$ cat src/design/csc_pkg.sv
// Shared types, reset values and scan tables for the charlieplex sequence controller.
package csc_pkg;

    // Widths of the configuration registers and payload fields
    localparam int unsigned TickW   = 16;
    localparam int unsigned PeriodW = 10;
    localparam int unsigned DebW    = 8;
    localparam int unsigned PinW    = 4;
    localparam int unsigned LightW  = 8;
    localparam int unsigned ScanW   = 4;
    localparam int unsigned CfgIdxW = 2;
    localparam int unsigned CfgDataW = TickW;

    // Register indexes on the configuration port
    localparam logic [CfgIdxW-1:0] CFG_TICKS_PER_PERIOD   = 2'd0;
    localparam logic [CfgIdxW-1:0] CFG_PERIODS_BEFORE_OFF = 2'd1;
    localparam logic [CfgIdxW-1:0] CFG_DEBOUNCE_DIVIDER   = 2'd2;

    // Register reset values
    localparam logic [TickW-1:0]   TicksPerPeriodRst   = 16'd46875;
    localparam logic [PeriodW-1:0] PeriodsBeforeOffRst = 10'd360;
    localparam logic [DebW-1:0]    DebounceDividerRst  = 8'd46;

    // Light mask codes
    localparam logic [LightW-1:0] FirstLight = 8'h80;
    localparam logic [LightW-1:0] AllLights  = 8'hFF;

    // Last scan position; it is always lit
    localparam logic [ScanW-1:0] ScanLast = 4'd8;

    typedef struct packed {
        logic [TickW-1:0]   ticks_per_period;
        logic [PeriodW-1:0] periods_before_off;
        logic [DebW-1:0]    debounce_divider;
    } t_cfg;

    typedef struct packed {
        logic [PinW-1:0]   led_drive;
        logic [PinW-1:0]   led_high;
        logic [LightW-1:0] lit_mask;
        logic              asleep;
    } t_result;

    // Pin direction pattern for each scan position
    function automatic logic [PinW-1:0] drive_pattern(input logic [ScanW-1:0] pos);
        logic [PinW-1:0] d;
        begin
            case (pos)
                4'd0, 4'd1: d = 4'hC;
                4'd2, 4'd3: d = 4'h5;
                4'd4, 4'd5: d = 4'h3;
                4'd6, 4'd7: d = 4'h9;
                4'd8:       d = 4'hA;
                default:    d = 4'h0;
            endcase
            return d;
        end
    endfunction

    // Pin level pattern for each scan position
    function automatic logic [PinW-1:0] high_pattern(input logic [ScanW-1:0] pos);
        logic [PinW-1:0] h;
        begin
            case (pos)
                4'd0:       h = 4'h4;
                4'd1:       h = 4'h8;
                4'd2:       h = 4'h1;
                4'd3:       h = 4'h4;
                4'd4:       h = 4'h2;
                4'd5, 4'd6: h = 4'h1;
                4'd7:       h = 4'h8;
                4'd8:       h = 4'h2;
                default:    h = 4'h0;
            endcase
            return h;
        end
    endfunction

endpackage

$ cat src/design/csc_cfg_regs.sv
// Configuration registers of the charlieplex sequence controller.
module csc_cfg_regs
    import csc_pkg::*;
(
    input  logic                i_clk,
    input  logic                i_rst_n,
    input  logic                i_cfg_wr_en,
    input  logic [CfgIdxW-1:0]  i_cfg_index,
    input  logic [CfgDataW-1:0] i_cfg_data,
    output t_cfg                o_cfg
);

    t_cfg r_cfg;

    // Decode the index and load the addressed register
    always_ff @(posedge i_clk) begin
        if (!i_rst_n) begin
            r_cfg.ticks_per_period   <= TicksPerPeriodRst;
            r_cfg.periods_before_off <= PeriodsBeforeOffRst;
            r_cfg.debounce_divider   <= DebounceDividerRst;
        end else if (i_cfg_wr_en) begin
            unique case (i_cfg_index)
                CFG_TICKS_PER_PERIOD:
                    r_cfg.ticks_per_period <= i_cfg_data;
                CFG_PERIODS_BEFORE_OFF:
                    r_cfg.periods_before_off <= i_cfg_data[PeriodW-1:0];
                CFG_DEBOUNCE_DIVIDER:
                    r_cfg.debounce_divider <= i_cfg_data[DebW-1:0];
                default: ;
            endcase
        end
    end

    assign o_cfg = r_cfg;

endmodule

$ cat src/design/csc_core.sv
// Timers, key debounce, light sequencing and scan state; computes one result per tick.
module csc_core
    import csc_pkg::*;
(
    input  logic    i_clk,
    input  logic    i_rst_n,
    input  t_cfg    i_cfg,
    input  logic    i_tick,
    input  logic    i_key_pin,
    output t_result o_result
);

    logic [TickW-1:0]   r_tick_count,  n_tick_count;
    logic [PeriodW-1:0] r_period_count, n_period_count;
    logic [DebW-1:0]    r_deb_count,   n_deb_count;
    logic               r_vert_low,    n_vert_low;
    logic               r_vert_high,   n_vert_high;
    logic               r_deb_key,     n_deb_key;
    logic               r_press,       n_press;
    logic [LightW-1:0]  r_light_mask,  n_light_mask;
    logic [ScanW-1:0]   r_scan_pos,    n_scan_pos;
    logic               r_sleeping,    n_sleeping;

    logic auto_off;
    logic sample;
    logic chg;
    logic chg_done;
    logic lit;

    always_comb begin
        n_tick_count   = r_tick_count;
        n_period_count = r_period_count;
        n_deb_count    = r_deb_count;
        n_vert_low     = r_vert_low;
        n_vert_high    = r_vert_high;
        n_deb_key      = r_deb_key;
        n_press        = r_press;
        n_light_mask   = r_light_mask;
        n_scan_pos     = r_scan_pos;
        n_sleeping     = r_sleeping;
        auto_off       = 1'b0;
        sample         = 1'b0;
        chg            = 1'b0;
        chg_done       = 1'b0;
        lit            = 1'b0;
        o_result       = '0;

        if (r_sleeping) begin
            // Hold everything; a pressed pin wakes the block
            if (!i_key_pin) begin
                n_sleeping = 1'b0;
            end
            o_result.asleep = 1'b1;
        end else begin
            // Advance the auto-off tick and period counters
            if (r_tick_count >= i_cfg.ticks_per_period) begin
                n_tick_count = '0;
                if (r_period_count >= i_cfg.periods_before_off) begin
                    n_period_count = '0;
                    auto_off       = 1'b1;
                end else begin
                    n_period_count = r_period_count + 1'b1;
                end
            end else begin
                n_tick_count = r_tick_count + 1'b1;
            end

            // Advance the debounce divider; sample the key when it wraps
            if (r_deb_count >= i_cfg.debounce_divider) begin
                n_deb_count = '0;
                sample      = 1'b1;
            end else begin
                n_deb_count = r_deb_count + 1'b1;
            end

            // Two-bit vertical counter: the key state flips after four equal samples
            if (sample) begin
                chg         = r_deb_key ^ ~i_key_pin;
                n_vert_low  = ~(r_vert_low & chg);
                n_vert_high = n_vert_low ^ (r_vert_high & chg);
                chg_done    = chg & n_vert_low & n_vert_high;
                n_deb_key   = r_deb_key ^ chg_done;
                n_press     = r_press | (n_deb_key & chg_done);
            end

            // Auto-off wins over a pending press, which then stays pending
            if (auto_off) begin
                n_light_mask = '0;
                n_sleeping   = 1'b1;
            end else if (n_press) begin
                n_press = 1'b0;
                if (r_light_mask == '0) begin
                    n_light_mask = FirstLight;
                end else if (r_light_mask == AllLights) begin
                    n_light_mask = '0;
                    n_sleeping   = 1'b1;
                end else begin
                    n_light_mask = {1'b1, r_light_mask[LightW-1:1]};
                end
            end

            // Step the scan and drive the light under it if lit
            if (n_sleeping) begin
                o_result.asleep = 1'b1;
            end else begin
                n_scan_pos = (r_scan_pos >= ScanLast) ? '0 : r_scan_pos + 1'b1;
                lit = (n_scan_pos == ScanLast) || n_light_mask[n_scan_pos[2:0]];
                if (lit) begin
                    o_result.led_drive = drive_pattern(n_scan_pos);
                    o_result.led_high  = high_pattern(n_scan_pos);
                end
                o_result.lit_mask = n_light_mask;
            end
        end
    end

    // Commit the state on each accepted tick
    always_ff @(posedge i_clk) begin
        if (!i_rst_n) begin
            r_tick_count   <= '0;
            r_period_count <= '0;
            r_deb_count    <= '0;
            r_vert_low     <= 1'b0;
            r_vert_high    <= 1'b0;
            r_deb_key      <= 1'b0;
            r_press        <= 1'b0;
            r_light_mask   <= '0;
            r_scan_pos     <= '0;
            r_sleeping     <= 1'b0;
        end else if (i_tick) begin
            r_tick_count   <= n_tick_count;
            r_period_count <= n_period_count;
            r_deb_count    <= n_deb_count;
            r_vert_low     <= n_vert_low;
            r_vert_high    <= n_vert_high;
            r_deb_key      <= n_deb_key;
            r_press        <= n_press;
            r_light_mask   <= n_light_mask;
            r_scan_pos     <= n_scan_pos;
            r_sleeping     <= n_sleeping;
        end
    end

`ifndef SYNTH
    a_sleep_dark: assert property (@(posedge i_clk) disable iff (!i_rst_n)
        r_sleeping |-> (r_light_mask == '0))
        else $error("light mask not cleared while asleep");

    a_scan_range: assert property (@(posedge i_clk) disable iff (!i_rst_n)
        r_scan_pos <= ScanLast)
        else $error("scan position out of range");

    a_sleep_frozen: assert property (@(posedge i_clk) disable iff (!i_rst_n)
        r_sleeping |=> ($stable(r_tick_count) && $stable(r_deb_count)
                        && $stable(r_scan_pos)))
        else $error("counters moved while asleep");
`endif

endmodule

$ cat src/design/charlieplex_sequence_controller_unit.sv
// Top level of the charlieplex sequence controller: handshake, result register, configuration.
//
//  channel | valid   | stall   | payload
//  --------+---------+---------+------------------------------------------------
//  tick in | i_valid | o_stall | i_key_pin
//  result  | o_valid | i_stall | o_led_drive, o_led_high, o_lit_mask, o_asleep
//  config  | i_cfg_wr_en (no stall) | i_cfg_index, i_cfg_data
//
// One request is taken every cycle unless stalled; the result register captures its result.
// The single result register holds that result; the core state updates on the accept edge.
// A request is taken while a result waits, provided the result leaves in the same cycle.
// Synchronous active-low reset loads the register defaults and clears all state but r_result.
// o_stall rises only while a result is held and the result side stalls.
module charlieplex_sequence_controller_unit
    import csc_pkg::*;
(
    input  logic                i_clk,
    input  logic                i_rst_n,
    input  logic                i_valid,
    output logic                o_stall,
    input  logic                i_key_pin,
    output logic                o_valid,
    input  logic                i_stall,
    output logic [PinW-1:0]     o_led_drive,
    output logic [PinW-1:0]     o_led_high,
    output logic [LightW-1:0]   o_lit_mask,
    output logic                o_asleep,
    input  logic                i_cfg_wr_en,
    input  logic [CfgIdxW-1:0]  i_cfg_index,
    input  logic [CfgDataW-1:0] i_cfg_data
);

    t_cfg    cfg;
    t_result result;
    t_result r_result;
    logic    r_valid;
    logic    accept;

    csc_cfg_regs u_cfg (
        .i_clk       (i_clk),
        .i_rst_n     (i_rst_n),
        .i_cfg_wr_en (i_cfg_wr_en),
        .i_cfg_index (i_cfg_index),
        .i_cfg_data  (i_cfg_data),
        .o_cfg       (cfg)
    );

    csc_core u_core (
        .i_clk     (i_clk),
        .i_rst_n   (i_rst_n),
        .i_cfg     (cfg),
        .i_tick    (accept),
        .i_key_pin (i_key_pin),
        .o_result  (result)
    );

    // Stall the request side only while a held result cannot leave
    assign o_stall = r_valid & i_stall;
    assign accept  = i_valid & ~o_stall;

    // Track result register occupancy
    always_ff @(posedge i_clk) begin
        if (!i_rst_n) begin
            r_valid <= 1'b0;
        end else if (accept) begin
            r_valid <= 1'b1;
        end else if (!i_stall) begin
            r_valid <= 1'b0;
        end
    end

    // Load the result payload on each accepted request
    always_ff @(posedge i_clk) begin
        if (accept) begin
            r_result <= result;
        end
    end

    assign o_valid     = r_valid;
    assign o_led_drive = r_result.led_drive;
    assign o_led_high  = r_result.led_high;
    assign o_lit_mask  = r_result.lit_mask;
    assign o_asleep    = r_result.asleep;

endmodule

$ cat config.mk
export PLATFORM = sky130hd
export DESIGN_NAME = charlieplex_sequence_controller_unit
export DESIGN_NICKNAME = d
export VERILOG_FILES = /design/src/design/csc_pkg.sv /design/src/design/csc_cfg_regs.sv /design/src/design/csc_core.sv /design/src/design/charlieplex_sequence_controller_unit.sv
export SDC_FILE = /design/constraint.sdc
export NUM_CORES = 1
export LEC_CHECK = 0
export BUFFER_PORTS_ARGS = -buffer_cell sky130_fd_sc_hd__buf_2
export CAP_MARGIN = 0
export CORE_UTILIZATION = 54
export DETAILED_ROUTE_END_ITERATION = 8
export HOLD_SLACK_MARGIN = 0.12
export PLACE_DENSITY = 0.76
export SYNTH_ARGS = -nofsm -noshare
export SYNTH_HDL_FRONTEND = slang
export SYNTH_SLANG_ARGS = --single-unit
$ cat constraint.sdc
create_clock -name i_clk -period 3.08 [get_ports i_clk]
set_clock_uncertainty 0.15 [all_clocks]
set_input_delay 0 -clock i_clk [delete_from_list [all_inputs] [get_ports i_clk]]
set_output_delay 0 -clock i_clk [all_outputs]
set_load 0.05 [all_outputs]
==> qor.txt, run 1 <==
Yosys reg bits - 103
measured slew at the worst slew-check pin - 1.012 ns
CTS buffer count - 9
asr flop ratio synth - 0%
post-synth top area share - 32.28%
vias per cell - 5.588
clock-pin slew on the worst setup and hold paths - 0.10 ns
Final Max Slew Viols - 0
Yosys cell types - 59
DR vias - 4610
synthesized cell area - 0.005334 mm2
post-route core utilization - 68.44%
H-tree depth - 3
Top FF cell, synth - dfxtp_1
total track usage - 26.23%
Die Footprint - 0.01028 mm2
CTS tree - yes
WP buf/inv - 2
min Tclk post-route - 2.964 ns
ant diodes - 0
Register Area - 0.002235 mm2
final hold vios - 0
Total Wirelength - 12510 um
worst-skew pair later-pin latency - 0.37 ns
layout cells sized above 1 - 14.22%
ANT nets after route - 0
final cell count without fillers - 825
grt met1 use - 30.69%
CP max stage cell - o41ai_4
HPWL after DPL - 8215 um
Final nets - 761
initial core utilization - 56.65%
Pwr Density - 403.4 mW/mm2
global route overflow - 0
hold crit path type - in -> reg
CORE AREA - 0.009415 mm2
largest cells by area after synthesis - dfxtp_1, ha_1, edfxtp_1
Hold Slack - 0.1721 ns
power consumption - 2.599 mW
Worst path max stage delay - 0.57 ns
Final Instance Area - 0.006444 mm2
P_leak - 2.691 nW
clk sinks - 103
CTS root buffer - clkbuf_8
first-pass GRT wire length - 21270 um
Die Y - 101.4 um
drt pass-1 iters - 5
Critical Path AT - 2.93 ns
Placer Congestion - 0.8534
sum of negative setup slack - 0 ns
Max Cap Viol - 0
Worst path depth - 11
Syn. warnings - 0
CP Capture Type - register
# IOs - 43
Max VDD drop - 286.8 uV
final worst slack - 0.1161 ns
Inst Count DP - 759
Final Cycle Share - 96.23%
CP Data Required Time - 3.05 ns
fillers - 729
critical path class - reg -> reg
WHS Path Cells - 5
GR met3 Demand/Resource - 3.037%
vias in the first global route - 4596
type of origin of the critical path - register
Final Setup Violations - 0
Rel. slew slack - 32.49%
dpl cell area - 0.005689 mm2
Synth area leader - dfxtp_1
DRC - 0
GR peak layer - met2
syn_area_per_cell - 8.831 um2
synthesis-to-layout area growth - 20.81%
row cnt - 35
DR iter-0 viols - 172
Critical Path Fanout Max - 8
footprint of the multi-input gates - 0.002897 mm2
GR Util met2 - 48.93%
number of synthesized flops with an enable pin - 17
WL per Instance - 15.16 um
# port buffers - 42
R2R cell count - 11
syn_nets - 674
Cells after Synth - 604
Setup Slack @ Placement - -0.004960 ns
CTS max path bufs - 2
antenna violations before repair - 0
status - finished clean
Reg2Reg Setup Slack - 0.12 ns
cell chain of the critical path - inv_1 -> ha_2 -> o21a_1 -> nor2_1 -> o41ai_4 -> a21oi_4 -> buf_6 -> a31oi_2 -> nand3_1 -> a32oi_4 -> o31ai_1
Die Span X - 101.4 um
f_max - 337.4 MHz
largest net degree at the start of global routing - 32
CP top delay family - compound AO/OA/AOI/OAI gates
sequential share of the synthesized area - 41.85%
where the power goes:
group	total, mW	switching, mW	internal (mW)
Clock	0.849	0.471	0.377
Combinational	0.329	0.202	0.127
Sequential	1.42	0.0180	1.40
Total	2.60	0.691	1.91
cells in the final DEF, fill, tap and decap left out, types with 3 or more instances in the layout:
master	synthesis	routed
buf_2	4	42
nand3b_1	3	3
nor2_1	65	65
o21a_1	4	4
dfxtp_1	86	84
xor2_1	22	22
a21oi_1	38	38
edfxtp_1	17	17
nor3_1	8	6
mux2i_1	12	11
and2_1	3	3
or2_2	3	3
a32oi_1	3	3
a21o_1	5	4
nand3_1	16	16
buf_4	0	13
o21ai_0	13	13
a22oi_1	5	5
clkbuf_8	0	9
ha_1	46	45
dlygate4sd3_1	0	48
nand4_1	18	18
o211ai_1	13	13
nand2b_1	5	5
xnor2_1	9	9
and3_1	7	7
inv_1	42	42
or3_1	4	4
nand2_1	92	92
routing by layer:
layer,up-vias,share of wire (%)
met3,32,4.0
met1,2192,42
li1,2248,-
met5,-,0
met4,0,2.6
met2,138,52
flip-flops by register name (all words and copies together) (netlist names):
name	count
u_core.r_period_count	10
u_core.r_vert_low	1
u_core.r_press	1
o_asleep	1
o_led_drive	4
u_cfg.o_cfg	34
o_valid	1
u_core.r_deb_key	1
u_core.r_deb_count	8
u_core.r_scan_pos	4
o_led_high	4
u_core.r_vert_high	1
u_core.r_tick_count	16
o_lit_mask	8
u_core.r_light_mask	8
u_core.r_sleeping	1
worst reg2reg max path: cells and delay by family, from the launching register on:
kind            cells  cell delay (ns)
simple gates        2             0.21
buf+inv             2             0.22
compound gates      6             1.53
flops               1             0.32
fa+ha+maj           1             0.30
area by class of cell:
class	count	area share [%]
multi-input cells	430	44.95
flip-flops and latches	103	34.68
repair buffers	104	12.41
inverters	43	2.505
well taps	129	2.505
clock buffers	11	2.039
clock inverters	5	0.9126
cell usage after synthesis, types with 3 or more instances:
| library cell | number |
|---|---|
| a21o_1 | 5 |
| mux2i_1 | 12 |
| xnor2_1 | 9 |
| a22oi_1 | 5 |
| and3_1 | 7 |
| dfxtp_1 | 86 |
| nand3_1 | 16 |
| and2_1 | 3 |
| nor2_1 | 65 |
| o211ai_1 | 13 |
| a32oi_1 | 3 |
| xor2_1 | 22 |
| or3_1 | 4 |
| nand4_1 | 18 |
| clkbuf_1 | 22 |
| o31ai_1 | 3 |
| nor3_1 | 8 |
| a21oi_1 | 38 |
| nand2_1 | 92 |
| o21a_1 | 4 |
| edfxtp_1 | 17 |
| inv_1 | 42 |
| or2_2 | 3 |
| ha_1 | 46 |
| buf_2 | 4 |
| nand2b_1 | 5 |
| o21ai_0 | 13 |
| nand3b_1 | 3 |
path summary, 6_finish.rpt:
| path | startpoint | end |
|---|---|---|
| hold / removal | i_stall | u_core.r_sleeping |
| hold reg to reg | u_cfg.o_cfg[24] | u_cfg.o_cfg[24] |
| setup reg to reg | u_cfg.o_cfg[2] | o_led_drive[3] |
| setup / recovery | u_cfg.o_cfg[2] | o_led_drive[3] |
cell families after synthesis:
group,share of synthesized area [%]
AOI/OAI and AO/OA,14.19
xor gates and xnor gates,5.090
adders and majority gates,10.79
buffers and inverters,5.114
DFF,41.85
muxes,2.674
and+or+nand+nor,20.29
what timing repair did:
| action | 4_1_cts | 5_1_grt |
|---|---|---|
| setup endpoints to repair | 1 | 12 |
| buffers inserted | 0 | 2 |
| pin swaps | 2 | 9 |
| hold buffers | 48 | 0 |
| hold endpoints to repair | 39 | 0 |
| resized for setup | 0 | 14 |
Note: power is estimated with default switching activity, not from simulation.
==> run 2, diff against run 1 <==
Settings changed: REMOVE_ABC_BUFFERS from default to 1.
==> run 2 against run 1 <==
- wire length decreased by 4.1%
- worst setup slack better by 0.031 ns
- cell area is 0.76% lower
- cell count is 0.12% higher
- register-to-register slack improved by 0.03 ns
- non-clock buffer count increased by 1
- global-route usage is 1.4 points lower
- sequential share of layout area increased by 0.23 points
- fmax increased by 1.0%
- highest routed layer unchanged
==> qor.txt, run 2 (synthesis results as in run 1) <==
post-route core utilization - 67.92% (-0.52 points)
Final Max Slew Viols - 0 (unchanged)
HPWL after DPL - 8286 um (+0.86%)
DRC - 0 (unchanged)
Rel. slew slack - 32.88% (+0.39 points)
P_leak - 2.721 nW (+1.1%)
fillers - 745 (+2.2%)
Die Footprint - 0.01028 mm2 (unchanged)
footprint of the multi-input gates - 0.002850 mm2 (-1.6%)
synthesis-to-layout area growth - 19.89%
CTS buffer count - 9 (unchanged)
worst-skew pair later-pin latency - 0.37 ns (about the same)
ant diodes - 0 (unchanged)
critical path class - reg -> reg
sum of negative setup slack - 0 ns (unchanged)
CTS tree - yes
total track usage - 24.86% (-1.4 points)
ANT nets after route - 0 (unchanged)
WL per Instance - 14.52 um (-4.2%)
Final Setup Violations - 0 (unchanged)
Register Area - 0.002232 mm2 (-0.11%)
Placer Congestion - 0.9280 (+8.7%)
max reg flops - 34 (unchanged)
# port buffers - 42 (unchanged)
commonest non-fill, non-tap cells in the layout - nand2_1, dfxtp_1, nor2_1
Die Y - 101.4 um (unchanged)
hold crit path type - in -> reg
CTS max path bufs - 2 (unchanged)
f_max - 340.9 MHz (+1.0%)
# IOs - 43 (unchanged)
status - finished clean
CTS root buffer - clkbuf_8
clk sinks - 103 (unchanged)
Die Span X - 101.4 um (unchanged)
type of origin of the critical path - register
final hold vios - 0 (unchanged)
CORE AREA - 0.009415 mm2 (unchanged)
first-pass GRT wire length - 20200 um (-5.0%)
leading cell type in the layout, fill and taps excluded - nand2_1
Critical Path Fanout Max - 8 (unchanged)
dpl cell area - 0.005704 mm2 (+0.26%)
min Tclk post-route - 2.933 ns (-0.03060 ns)
global route overflow - 0 (unchanged)
CP Capture Type - register
largest net degree at the start of global routing - 32 (unchanged)
DR iter-0 viols - 262 (+52%)
clock-pin slew on the worst setup and hold paths - 0.10 ns (about the same)
vias in the first global route - 4450 (-3.2%)
Pwr Density - 404.2 mW/mm2 (+0.21%)
Final Instance Area - 0.006395 mm2 (-0.76%)
Critical Path AT - 2.97 ns (+0.04 ns)
DR vias - 4522 (-1.9%)
Max Cap Viol - 0 (unchanged)
vias per cell - 5.475 (-2.0%)
Total Wirelength - 11990 um (-4.1%)
layout cells sized above 1 - 13.49% (-0.74 points)
WHS Path Cells - 5 (unchanged)
CP Data Required Time - 3.12 ns (+0.07 ns)
Final nets - 762 (+0.13%)
initial core utilization - 56.65% (unchanged)
measured slew at the worst slew-check pin - 1.006 ns (-0.005817 ns)
Hold Slack - 0.1801 ns (+0.007970 ns)
Max VDD drop - 278.4 uV (-3.0%)
H-tree depth - 3 (unchanged)
drt pass-1 iters - 4 (-1)
antenna violations before repair - 0 (unchanged)
power consumption - 2.585 mW (-0.55%)
R2R cell count - 11 (unchanged)
Final Cycle Share - 95.24% (-0.99 points)
row cnt - 35 (unchanged)
[run 2: power by group]
part	internal (mW)	switching, mW	total, mW
clock network	0.373	0.466	0.839
registers	1.40	0.0172	1.42
logic	0.129	0.197	0.326
[run 2: per-layer routing]
layer	vias up	global-route usage, %	part of all wire (%)
li1	2256	-	-
met1	2122	28.16	42
met2	118	46.94	52
met3	26	4.003	4.3
met4	0	8.807	2.1
met5	-	0	0
[run 2: repair_timing]
item | CTS | global route
hold endpoints to repair | 39 | 0
hold buffers | 47 | 0
resized for setup | 0 | 4
endpoints found under the setup margin | 0 | 12
buffers inserted | 0 | 2
[run 2: stage by stage]
stage          cells  setup WS (ns)
2_1_floorplan    576       -0.03413
3_3_place_gp     761         0.2073
3_5_place_dp     761        0.06752
4_1_cts          824        0.06198
5_1_grt          826      -0.005886
6_report         826         0.1467
[run 2: cell type report]
class | count | area share [%]
Sequential cell | 103 | 34.91
Multi-Input combinational cell | 430 | 44.57
Inverter | 43 | 2.524
Timing Repair Buffer | 105 | 12.52
Clock buffer | 10 | 1.996
Clock inverter | 6 | 0.9587
Tap cell | 129 | 2.524
[run 2: worst max-delay path, cell delays in order (launching register included)]
cell and delay (ns):
dfxtp_1 0.32, inv_1 0.05, ha_1 0.30, a21o_1 0.19, a211oi_1 0.23, o21ai_1 0.11
a221oi_2 0.39, a31oi_4 0.11, a2111oi_2 0.41, a32oi_2 0.08, buf_4 0.18, nor3_1 0.24
[run 2: path summary, 6_finish.rpt]
check             startpoint  slack, ns           endpoint
max          u_cfg.o_cfg[11]       0.15      o_led_high[0]
min                  i_stall       0.18  u_core.r_sleeping
max reg2reg  u_cfg.o_cfg[11]       0.15      o_led_high[0]
min reg2reg  u_cfg.o_cfg[15]       0.32    u_cfg.o_cfg[15]
==> run 3, diff against run 2 <==
Settings changed: CORE_UTILIZATION 54 to 55, PLACE_DENSITY 0.76 to 0.77, SYNTH_HIERARCHICAL from default to 1.
==> run 3 against run 2 <==
- first-iteration DRC count decreased by 16%
- synthesized cell count increased by 3.0%
- combinational power increased by 13%
- area after synthesis increased by 6.7%
- worst hold slack got worse by 0.046 ns
- critical path depth decreased by 2
- via count increased by 4.5%
- sequential share of layout area decreased by 1.5 points
- die area increased by 4.7%
- largest power group unchanged
==> qor.txt, run 3 <==
synthesis-to-layout area growth - 17.25%
Syn. warnings - 6 (+6)
status - finished clean
CORE AREA - 0.009910 mm2 (+5.2%)
Die Footprint - 0.01076 mm2 (+4.7%)
top-count cell post-synth - dfxtp_1
Pwr Density - 404.9 mW/mm2 (+0.18%)
Die Span X - 103.7 um (+2.3%)
RSZ-0062 raised after global routing - false
CTS buffer count - 9 (unchanged)
commonest cells in the netlist - dfxtp_1, nand2_1, nor2_1
Total Wirelength - 13150 um (+9.7%)
total track usage - 26.00% (+1.1 points)
Yosys reg bits - 103 (unchanged)
drt pass-1 iters - 5 (+1)
Top FF cell, synth - dfxtp_1
clock-pin slew on the worst setup and hold paths - 0.11 ns (about the same)
post-route core utilization - 67.36% (-0.56 points)
sequential share of the synthesized area - 39.21% (-2.6 points)
WL per Instance - 15.59 um (+7.4%)
Inst Count DP - 783 (+2.9%)
worst-skew pair later-pin latency - 0.39 ns (+0.02 ns)
Die Y - 103.7 um (+2.3%)
CP Data Required Time - 3.16 ns (+0.04 ns)
Max Cap Viol - 0 (unchanged)
initial core utilization - 57.45% (+0.80 points)
DR vias - 4726 (+4.5%)
measured slew at the worst slew-check pin - 0.6192 ns (-0.3865 ns)
first-pass GRT wire length - 22510 um (+11%)
DRC - 0 (unchanged)
Cells after Synth - 622 (+3.0%)
max reg flops - 34 (unchanged)
CP Capture Type - register
min Tclk post-route - 2.870 ns (-0.06370 ns)
type of origin of the critical path - register
synthesized cell area - 0.005693 mm2 (+6.7%)
Final Cycle Share - 93.17% (-2.1 points)
critical path class - reg -> reg
largest net degree at the start of global routing - 33 (+3.1%)
Rel. slew slack - 58.27% (+25 points)
Final nets - 776 (+1.8%)
Critical Path AT - 2.95 ns (-0.02 ns)
Final Max Slew Viols - 0 (unchanged)
CTS tree - yes
ANT nets after route - 0 (unchanged)
syn_area_per_cell - 9.153 um2 (+3.6%)
vias per cell - 5.600 (+2.3%)
Critical Path Fanout Max - 10 (+2)
# port buffers - 42 (unchanged)
P_leak - 2.982 nW (+9.6%)
f_max - 348.5 MHz (+2.2%)
antenna violations before repair - 0 (unchanged)
power consumption - 2.703 mW (+4.6%)
layout cells sized above 1 - 13.22% (-0.27 points)
largest cells by area after synthesis - dfxtp_1, ha_1, edfxtp_1
vias in the first global route - 4912 (+10%)
Max VDD drop - 304.7 uV (+9.5%)
dpl cell area - 0.006008 mm2 (+5.3%)
Final Setup Violations - 0 (unchanged)
fillers - 758 (+1.7%)
# IOs - 43 (unchanged)
Placer Congestion - 0.8859 (-4.5%)
Synth area leader - dfxtp_1
CTS max path bufs - 2 (unchanged)
final hold vios - 0 (unchanged)
ant diodes - 0 (unchanged)
HPWL after DPL - 8537 um (+3.0%)
Yosys cell types - 66 (+12%)
hold crit path type - in -> reg
row cnt - 36 (+2.9%)
leading cell type in the layout, fill and taps excluded - dfxtp_1
Hold Slack - 0.1345 ns (-0.04561 ns)
clk sinks - 103 (unchanged)
H-tree depth - 3 (unchanged)
commonest non-fill, non-tap cells in the layout - dfxtp_1, nand2_1, nor2_1
CTS root buffer - clkbuf_8
global route overflow - 0 (unchanged)
post-synth top area share - 30.24% (-2.0 points)
Final Instance Area - 0.006675 mm2 (+4.4%)
number of synthesized flops with an enable pin - 17 (unchanged)
asr flop ratio synth - 0% (unchanged)
DR iter-0 viols - 220 (-16%)
final cell count without fillers - 844 (+2.2%)
==> run 3: cell count changes after synthesis, sizes merged, moves of 7 or more <==
cell / change
mux2i: +22
inv: +10
nor2b: +15
nor2: -9
buf: +9
clkbuf: -13
nand4bb: +7
nand2: -11
a21oi: -15
==> run 3: critical path, stage by stage, from the launching register on <==
cell      delay, ns
dfxtp_1        0.42
inv_1          0.07
ha_1           0.27
nand2b_4       0.13
a2111o_1       0.41
a31oi_2        0.29
and3_4         0.27
o221ai_4       0.18
a41o_4         0.32
nor3_1         0.20
==> run 3: logic make-up (layout without fill, tap and decap cells) <==
| kind of cell | Yosys count | count (layout) | synth area share [%] |
|---|---|---|---|
| compound gates | 86 | 86 | 11.36 |
| buf+inv | 77 | 166 | 5.890 |
| simple gates | 241 | 241 | 22.02 |
| mux | 35 | 35 | 6.176 |
| fa+ha+maj | 46 | 46 | 10.11 |
| flops | 103 | 103 | 39.21 |
| xor+xnor | 34 | 34 | 5.231 |
==> run 3: final timing paths <==
kind	start	endpoint	slack, ns	depth (start not counted)
min	i_stall	o_lit_mask[3]	0.13	4
max	u_core/r_tick_count[0]	o_led_high[3]	0.21	9
max reg2reg	u_core/r_tick_count[0]	o_led_high[3]	0.21	9
min reg2reg	u_cfg/o_cfg[15]	u_cfg/o_cfg[15]	0.32	2
==> run 3: report_power, final <==
part           internal, mW  leakage, nW  switching (mW)
clock network         0.386       0.0998           0.515
registers              1.41        0.869          0.0264
logic                 0.150         2.01           0.217
total                  1.94         2.98           0.758
==> run 3: area by class of cell <==
type	instances	area, um2	area share [%]
tap	133	166.4	2.493
timing repair buffer	97	735.7	11.02
clock buffer	9	123.9	1.856
clock inverter	7	78.83	1.181
inverter	53	198.9	2.980
sequential	103	2232	33.44
multi-input combinational	442	3139	47.03
==> run 3: routing by layer <==
| layer | vias to the layer above | wire (um) | GRT usage [%] |
|---|---|---|---|
| met4 | 0 | 600 | 18.16 |
| met3 | 52 | 493 | 4.028 |
| li1 | 2313 | - | - |
| met2 | 137 | 6660 | 45.78 |
| met5 | - | 0 | 0 |
| met1 | 2224 | 5400 | 28.70 |
==> run 3: repair_timing <==
item                                    in CTS  in global routing
endpoints found under the setup margin       0                 13
endpoints found under the hold margin       57                  0
hold buffers                                45                  0
buffers inserted                             0                  0
gates resized for setup                      0                  3
==> run 3: through the flow <==
stage	TNS, ns	setup WS [ns]
floorplan	-3.646	-0.3685
global placement	0	0.3323
detailed placement	0	0.2625
CTS	0	0.2484
global route	0	0.03341
finish	0	0.2104
